## src/rtl/rhe_pkg.sv

```systemverilog
`timescale 1ns / 1ps
`default_nettype none
package rhe_pkg;
	localparam int LEVELS = 256;

	// command codes
	localparam logic CMD_COUNT = 1'b0;
	localparam logic CMD_REMAP = 1'b1;

	// queued word between front and back
	typedef struct packed {
		logic cmd;
		logic [7:0] blue;
		logic [7:0] green;
		logic [7:0] red;
		logic last;
	} rhe_word_t;

	typedef enum logic [2:0] {
		ST_IDLE, ST_CLEAR, ST_BUILD, ST_REMAP, ST_ACC
	} rhe_state_t;
endpackage
`default_nettype wire

```

## src/rtl/rhe_front.sv

```systemverilog
`timescale 1ns / 1ps
`default_nettype none
module rhe_front import rhe_pkg::*; #(
	parameter int DEPTH_BITS = 1
) (
	input  wire logic clk,
	input  wire logic arst_n,
	input  wire logic start,
	output logic busy,
	input  wire rhe_word_t in_word,
	output logic q_valid,
	output rhe_word_t q_word,
	input  wire logic q_pop
);
	localparam int DEPTH = 1 << DEPTH_BITS;
	rhe_word_t fifo_q [DEPTH];
	logic [DEPTH_BITS-1:0] wr_q, rd_q;
	logic [DEPTH_BITS:0] cnt_q;
	logic push;

	assign busy = (cnt_q == DEPTH[DEPTH_BITS:0]);
	assign push = start && !busy;
	assign q_valid = (cnt_q != '0);
	assign q_word = fifo_q[rd_q];

	// queue storage
	always_ff @(posedge clk) begin
		if (push) fifo_q[wr_q] <= in_word;
	end

	// queue pointers
	always_ff @(posedge clk or negedge arst_n) begin
		if (!arst_n) begin
			wr_q <= '0;
			rd_q <= '0;
			cnt_q <= '0;
		end else begin
			if (push) wr_q <= wr_q + 1'b1;
			if (q_pop) rd_q <= rd_q + 1'b1;
			cnt_q <= cnt_q + {{DEPTH_BITS{1'b0}}, push} - {{DEPTH_BITS{1'b0}}, q_pop};
		end
	end
endmodule
`default_nettype wire

```

## config.mk

```make
export PLATFORM = sky130hd
export DESIGN_NAME = rhe_front
export DESIGN_NICKNAME = d
export VERILOG_FILES = /design/src/rtl/rhe_pkg.sv /design/src/rtl/rhe_front.sv
export SDC_FILE = /design/constraint.sdc
export NUM_CORES = 1
export LEC_CHECK = 0
export BUFFER_PORTS_ARGS = -buffer_cell sky130_fd_sc_hd__buf_2
export CORE_AREA = 4 4 65 79
export CTS_CLUSTER_DIAMETER = 60
export CTS_CLUSTER_SIZE = 10
export DETAILED_ROUTE_END_ITERATION = 7
export DIE_AREA = 0 0 69 83
export PLACE_DENSITY = 0.76
export SLEW_MARGIN = 40
export SYNTH_ARGS = -nofsm -noshare
export SYNTH_HDL_FRONTEND = slang
export SYNTH_SLANG_ARGS = --single-unit
```

## constraint.sdc

```tcl
create_clock -name clk -period 2.75 [get_ports clk]
set_input_delay 0.4125 -clock clk [delete_from_list [all_inputs] [get_ports clk]]
set_output_delay 0.4125 -clock clk [all_outputs]
set_load 0.1 [all_outputs]
```

# Yosys cells after proc, flatten, opt, wreduce, memory -nomap -nowiden
# Memories as Yosys holds them, arrays and structs flattened.
# Index checks and enable logic that the tools add are counted.
[totals] reg_bits=4 latchBits=0 ram_bits=52 rom_bits=0 input_bits=30 out_inout_bits=28 elab_cells=14 memories=1
[classes] n_addsub=4 multipliers=0 n_div=0 magnitude_cmp=0 eq_ne=1 shifts=0 muxes=2 bitwise_logic=0 reduce_logical=3
[mem_list] name="fifo_q" depth=2 word_bits=26 read_ports=1 rd_clocked_by_memory_dff=0 wr=1 line="rhe_front.sv:16" text="rhe_word_t fifo_q [DEPTH];"
[ops] op="adder 1 bit, second input constant" count=2
[ops] op="adder 2 x 1 -> 2 bit" count=1
[ops] op="== test 2 bit, second input constant" count=1
[ops] op="2-to-1 mux 1 bit" count=2
[ops] op="nonzero test 2 bit" count=1
[ops] op="subtractor 2 x 1 -> 2 bit" count=1
[ops] op="logical AND 1 bit" count=1
[ops] op="logical NOT 1 bit" count=1

# Depth between registers and ports, before layout
# Gate-level depths: netlist (run 1).
[logic_depth] depth_word=5 mapped_depth=7 mapped_depth_nobuf=7

# Worst setup path after synthesis (run 1)
# Ideal clock, no wire load.
[synth_path] kind="reg-to-reg" startpoint="register cnt_q[1]" endpoint="memory fifo_q[0][0] (netlist name) (enable)" setup_ns=0.409 arrival_time_ns=1.695 required_ns=2.341 setup_slack_ns=0.646 stages_incl_launch_ff=4 path_buffers=0 synth_period_minus_slack_ns=2.104 path_cell_list="dfrtp_1 -> nand2b_1 -> nand2_1 -> nor2_1"
[synth_via] elab_chain_len=5
[synth_lines] item="start, declared" line="rhe_front.sv:18" text="logic [DEPTH_BITS:0] cnt_q;"
[synth_lines] item="start signal, assigned" line="rhe_front.sv:40" text="cnt_q <= cnt_q + {{DEPTH_BITS{1'b0}}, push} - {{DEPTH_BITS{1'b0}}, q_pop};"
[synth_lines] item="== test 2 bit" line="rhe_front.sv:21" text="assign busy = (cnt_q == DEPTH[DEPTH_BITS:0]);"
[synth_lines] item="logical NOT 1 bit" line="rhe_front.sv:22" text="assign push = start && !busy;"
[synth_lines] item="logical AND 1 bit" line="rhe_front.sv:22"
[synth_lines] item="2-to-1 mux 1 bit" line="rhe_front.sv:28" text="if (push) fifo_q[wr_q] <= in_word;"
[synth_lines] item="2-to-1 mux 1 bit (implied by the code)" line="rhe_front.sv:28"
[synth_lines] item="end, declared" line="rhe_front.sv:16"
# No other way between the ends.

==> results of run 1 <==
==> cells in the mapped netlist <==
cell	number
mux2_2	7
xor2_1	1
ha_1	2
nor2_1	1
and3_1	1
mux2_4	19
edfxtp_1	52
nand2b_1	1
or2_2	1
buf_12	2
dfrtp_1	4
xnor2_1	3
inv_1	2
buf_6	1
nand2_1	1
==> stage by stage <==
stage	setup WS, ns	hold slack [ns]	util, %
after detailed placement	0.8718	0.2238	65.15
after floorplan	0.6459	0.1169	-
after global routing	0.4615	0.2771	67.34
after global placement	0.9197	0.2206	65.15
final	0.5477	0.2947	67.34
after CTS	0.5314	0.2829	67.34
==> worst register-to-register path, cell delays in order (launching register included) <==
cell,delay (ns)
dfrtp_1,0.42
nand2b_1,0.13
nand2_1,0.13
nor2_2,0.41
buf_4,0.36
==> sequential cells by signal (all words and copies together) (netlist names) <==
signal and count:
cnt_q 2, fifo_q 52, rd_q 1, wr_q 1
==> area by class of cell <==
class,instances,area share [%]
tap,58,2.417
inverter,2,0.2500
clock inverter,3,0.6250
sequential,56,55.33
clock buffer,5,2.292
multi-input combinational,37,15.08
timing repair buffer,61,24.00
==> worst max-delay path by stage <==
stage               startpoint           end
floorplan             cnt_q[1]  fifo_q[0][0]
global placement          rd_q    q_word[25]
detailed placement        rd_q    q_word[25]
finish                    rd_q    q_word[25]
CTS                       rd_q    q_word[25]
global route              rd_q    q_word[25]
==> per-layer routing <==
layer | global-route usage, % | up-vias
li1 | - | 502
met1 | 15.99 | 516
met2 | 23.96 | 40
met3 | 4.843 | 5
met4 | 4.796 | 0
met5 | 0 | -
==> logic make-up (layout without fill, tap and decap cells) <==
kind of cell,Yosys count,count (layout),synth area share [%]
buf+inv,5,71,2.709
xor+xnor,4,4,1.614
simple gates,5,5,1.211
mux,26,26,16.77
fa+ha+maj,2,2,1.153
flops,56,56,76.54
==> timing repair <==
item / 4_1_cts / 5_1_grt
gates resized for setup: 0 / 0
hold buffers: 1 / 0
hold endpoints to repair: 4 / 0
setup buffers: 0 / 0
==> flow_metrics.py, run 1 <==
metrics = {
    "critical_path": {
        "worstReg2RegEnd": "fifo_q[0][11]",
        "cp_top_family": "flip-flops",
        "crit_cells": 3,
        "reg2reg_slack_ns": 0.99,
        "slowest_delay_ns": 0.68,
        "start_kind": "flip-flop",
        "cp.arrival_ns": 1.79,
        "reg2reg_depth": 4,
        "path_cells": "buf_12 > mux2_2 > buf_12",
        "r2r-start": "cnt_q[1]",
        "crit_type": "reg -> out",
        "required_ns": 2.34,
        "cp.buffers_inverters": 2,
        "crit_path_end_kind": "output port",
        "critPathMaxFanout": 18,
        "slowest_stage": "dfrtp_1",
        "cpMostUsedCell": "buf_12",
    },
    "placement": {
        "dp.final_hpwl_um": 2923,
        "placed_area_um2": 2905,
        "io_buffers": 57,
        "place_congestion": 0.6829,
        "dp.cells": 213,
    },
    "cts": {
        "clk_latency_ns": 0.30,
        "clockBufferDepth": 2,
        "cts_tree": "yes",
        "clk_pin_slew_ns": 0.09,
        "cts_buffers": 5,
        "clock_sinks": 56,
        "htree_levels": 2,
        "cts_root_buffer": "clkbuf_8",
    },
    "grt": {
        "global_route.usage.total_pct": 13.91,
        "overflow": 0,
        "grt_start_max_net_pins": 19,
        "grt_pass1_vias": 1154,
        "grt_pass1_wl_um": 6051,
        "antenna_found_initial": 0,
    },
    "timing": {
        "period_share_pct": 80.08,
        "worst-slew-pin-transition_ns": 0.5173,
        "tns_ns": 0,
        "finalHoldViolCount": 0,
        "relSlewSlack_pct": 65.52,
        "fmax_ghz": 0.4541,
        "finalCriticalPeriod_ns": 2.202,
        "finalClockSkew_ns": 0.005023,
        "rsz0062_at_grt": "false",
        "setup_violations": 0,
        "final_max_slew_viol_count": 0,
    },
    "drt": {
        "wl_met3_um": 217,
        "wl_met1_um": 1433,
        "via_per_inst": 4.788,
        "drt-total-wl_um": 3752,
        "routedWlPerCell_um": 16.90,
        "drc": 0,
        "drtIter0Drc": 23,
        "top_layer": "met4",
        "route.met2.wl_um": 2045,
        "ant_nets": 0,
        "first_pass_iters": 2,
        "vias": 1063,
    },
    "die": {
        "core.rowCount": 27,
        "die_y_um": 83,
        "core_um2": 4459,
        "ios": 58,
        "dieArea_um2": 5727,
        "die_x_um": 69,
        "initial_core_util_pct": 48.68,
    },
    "layout": {
        "fill_cells": 316,
        "insertedDiodeCount": 0,
        "area_growth_pct": 38.33,
        "fin_cells": 222,
        "drive_gt1_share_pct": 57.93,
        "final_cell_area_um2": 3003,
        "multi_input_area_um2": 452.9,
        "final_cell_mix": "52 x edfxtp_1, 31 x buf_2, 27 x buf_12, 19 x mux2_4, 7 x mux2_2",
        "nets": 195,
        "final_common_cell": "edfxtp_1",
        "regArea_um2": 1662,
    },
    "synth": {
        "synth_top_area_share_pct": 71.93,
        "syn-num-nets": 130,
        "yosysTopAreaCell": "edfxtp_1",
        "ys_types": 15,
        "synth_seq_area_share_pct": 76.54,
        "synth_seq_cells": 56,
        "syn_area_um2": 2171,
        "syn_avg_cell_area_um2": 22.15,
        "synth.area.top_cells": "edfxtp_1 72%, mux2_4 13%, dfrtp_1 4.6%, mux2_2 3.6%, buf_12 1.8%",
        "synthesis.instances": 98,
        "yosysWarnings": 0,
    },
    "worst_hold_path": {
        "worstHoldEndpoint": "fifo_q[0][12]",
        "holdCritStartpoint": "in_word[12]",
        "hp-class": "in -> reg",
        "holdPathStages": 1,
    },
    "run": {
        "drv_cap": 0,
    },
    "status": {
        "outcome": "complete, no violations",
    },
}
Power of run 1 is not shown: default switching activity piles up to over one toggle a cycle in this logic, so the estimate is an artifact.
==> run 2, diff against run 1 <==
ABC_AREA = 1   (was not set)
CORE_AREA = 4 4 66 80   (was 4 4 65 79)
DIE_AREA = 0 0 70 84   (was 0 0 69 83)
clock period = 2.1 ns   (was 2.75 ns; I/O delays follow)
==> run 2 against run 1 <==
Via count increased by 25%. Die area increased by 2.7%. Design area decreased by 1.3%. Flip-flop and latch count unchanged. Global-route usage about the same. Non-clock buffer count increased by 3. Synthesized cell count increased by 67%. Routed wire length increased by 0.53%. Hold slack got worse by 0.089 ns. Clock-buffer cell count increased by 1. Clock skew increased by 0.0021 ns. Worst setup slack got worse by 0.38 ns. Critical path type unchanged. Critical endpoint is now q_word[15]. Highest routed layer unchanged.
==> flow_metrics.py, run 2 <==
metrics = {
    "status": {
        "outcome": "complete, no violations",
    },
    "cts": {
        "htree_levels": 2,
        "clockBufferDepth": 2,
        "clk_pin_slew_ns": 0.09,
        "cts_buffers": 5,
        "cts_root_buffer": "clkbuf_8",
        "clock_sinks": 56,
        "post-cts-setup-buffer-count": 0,
        "cts_tree": "yes",
        "clk_latency_ns": 0.29,
    },
    "placement": {
        "io_buffers": 57,
        "place_congestion": 0.7114,
        "dp.final_hpwl_um": 2879,
    },
    "synth": {
        "synth_flop_cell": "edfxtp_1",
        "synth-xor-area-share_pct": 0.3876,
        "synth_top_area_share_pct": 69.10,
        "synthSimpleGateAreaFrac_pct": 6.589,
        "async_flop_share_pct": 7.143,
        "synthAdderAreaFrac_pct": 1.107,
        "synth_seq_cells": 56,
        "yosysWarnings": 0,
        "syn_area_um2": 2260,
        "ys_types": 13,
        "synth_top_family_by_area": "compound AO/OA/AOI/OAI gates",
        "synth.area.top_cells": "edfxtp_1 69%, o21ai_2 8.9%, nand2_1 6.0%, inv_1 5.6%, dfrtp_1 4.4%",
        "synth-edff-count": 52,
        "synth_seq_area_share_pct": 73.53,
        "synthesis.instances": 164,
        "syn_avg_cell_area_um2": 13.78,
        "synthMuxAreaShare_pct": 0,
        "synth_compound_area_share_pct": 9.579,
        "synth.most_common_cell": "edfxtp_1",
        "netlist_top_cells_count": "52 x edfxtp_1, 36 x nand2_1, 34 x inv_1",
        "syn-num-nets": 196,
        "yosysTopAreaCell": "edfxtp_1",
    },
    "grt": {
        "grt_start_max_net_pins": 23,
        "overflow": 0,
        "grt_pass1_wl_um": 6203,
        "grt_pass1_vias": 1358,
        "antenna_found_initial": 0,
        "global_route.usage.total_pct": 13.91,
    },
    "layout": {
        "reg.largest.list": "fifo_q x52, cnt_q x2",
        "area_growth_pct": 31.12,
        "final_cell_mix": "52 x edfxtp_1, 41 x buf_2, 36 x nand2_1, 34 x inv_1, 24 x o21ai_2",
        "final_util_pct": 65.45,
        "final_common_cell": "edfxtp_1",
        "insertedDiodeCount": 0,
        "largest-register": "fifo_q",
        "fill_cells": 347,
        "largest_reg_flops": 52,
        "drive_gt1_share_pct": 41.74,
        "nets": 261,
    },
    "timing": {
        "finalClockSkew_ns": 0.007144,
        "finalHoldViolCount": 0,
        "relSlewSlack_pct": 67.49,
        "period_share_pct": 92.16,
        "setup_violations": 0,
        "tns_ns": 0,
        "rsz0062_at_grt": "false",
        "fmax_ghz": 0.5167,
        "final_max_slew_viol_count": 0,
        "worst-slew-pin-transition_ns": 0.4911,
        "finalCriticalPeriod_ns": 1.935,
    },
    "drt": {
        "drtIter0Drc": 40,
        "drc": 0,
        "drt-total-wl_um": 3772,
        "vias": 1329,
        "via_per_inst": 4.615,
        "routedWlPerCell_um": 13.10,
        "first_pass_iters": 4,
        "ant_nets": 0,
    },
    "critical_path": {
        "critPathMaxFanout": 22,
        "required_ns": 1.78,
        "crit_type": "reg -> out",
        "crit_path_end_kind": "output port",
        "start_kind": "flip-flop",
        "cp.arrival_ns": 1.62,
    },
    "die": {
        "ios": 58,
        "dieArea_um2": 5880,
        "initial_core_util_pct": 49.92,
        "die_y_um": 84,
        "core.rowCount": 27,
        "die_x_um": 70,
        "core_um2": 4527,
    },
    "run": {
        "drv_cap": 0,
    },
    "worst_hold_path": {
        "hp-class": "in -> reg",
    },
}
[run 2: cell count changes after synthesis, moves of 4 or more]
cell / previous run / this run
buf_6: 1 / 5
inv_1: 2 / 34
mux2_2: 7 / 0
mux2_4: 19 / 0
nand2_1: 1 / 36
o21ai_2: 0 / 23
[run 2: area by class of cell]
| type | count | area [um2] | area share, % |
|---|---|---|---|
| flip-flops and latches | 56 | 1665 | 56.21 |
| repair buffers | 64 | 584.3 | 19.72 |
| multi-input cells | 68 | 405.4 | 13.68 |
| inverters | 34 | 127.6 | 4.307 |
| clock buffers | 6 | 72.57 | 2.449 |
| well taps | 58 | 72.57 | 2.449 |
| clock inverters | 2 | 35.03 | 1.182 |
[run 2: path summary, 6_finish.rpt]
| kind | from | depth (start not counted) | slack, ns | endpoint |
|---|---|---|---|---|
| worst min register to register | wr_q | 2 | 0.50 | wr_q |
| worst min-delay path | in_word[18] | 1 | 0.21 | fifo_q[0][18] |
| min in group asynchronous | arst_n | 2 | 0.34 | wr_q |
| worst max register to register | cnt_q[1] | 7 | 0.71 | cnt_q[1] |
| worst max-delay path | rd_q | 4 | 0.16 | q_word[15] |
| max in group asynchronous | arst_n | 2 | 1.62 | rd_q |
[run 2: what timing repair did]
item | in CTS | in global routing
hold buffers | 1 | 0
endpoints found under the setup margin | 2 | 2
gates cloned | 0 | 0
gates resized for setup | 1 | 1
hold endpoints to repair | 4 | 0
[run 2: logic make-up (layout without fill, tap and decap cells)]
| kind of cell | count (synthesis) | in the layout |
|---|---|---|
| xor gates and xnor gates | 1 | 1 |
| adders and majority gates | 2 | 2 |
| AOI/OAI and AO/OA | 26 | 26 |
| buffers and inverters | 40 | 106 |
| and+or+nand+nor | 39 | 39 |
| DFF | 56 | 56 |
[run 2: metal layers]
metal | share of wire, % | global-route usage (%) | routed length [um]
met1 | 38 | 14.88 | 1420
met2 | 57 | 24.94 | 2136
met3 | 3.7 | 3.855 | 138
met4 | 2.0 | 6.620 | 76
met5 | 0 | 0 | 0
[run 2: critical path: stages, from the launching register on]
cell and delay (ns):
dfrtp_4 0.61, buf_6 0.26, nand2_1 0.07, o21ai_1 0.15
buf_12 0.21
[run 2: metrics by stage]
stage               cells  setup WS, ns  instance area, um2  hold WS [ns]
finish                288        0.1647                2963        0.2057
global route          288       0.05577                2963        0.1771
CTS                   288       0.05631                2959        0.1938
detailed placement    279        0.3093                2839        0.1300
global placement      279        0.3530                2839        0.1252
floorplan             164      -0.06863                2263       0.01941
Power of run 2 is left out for the same reason.
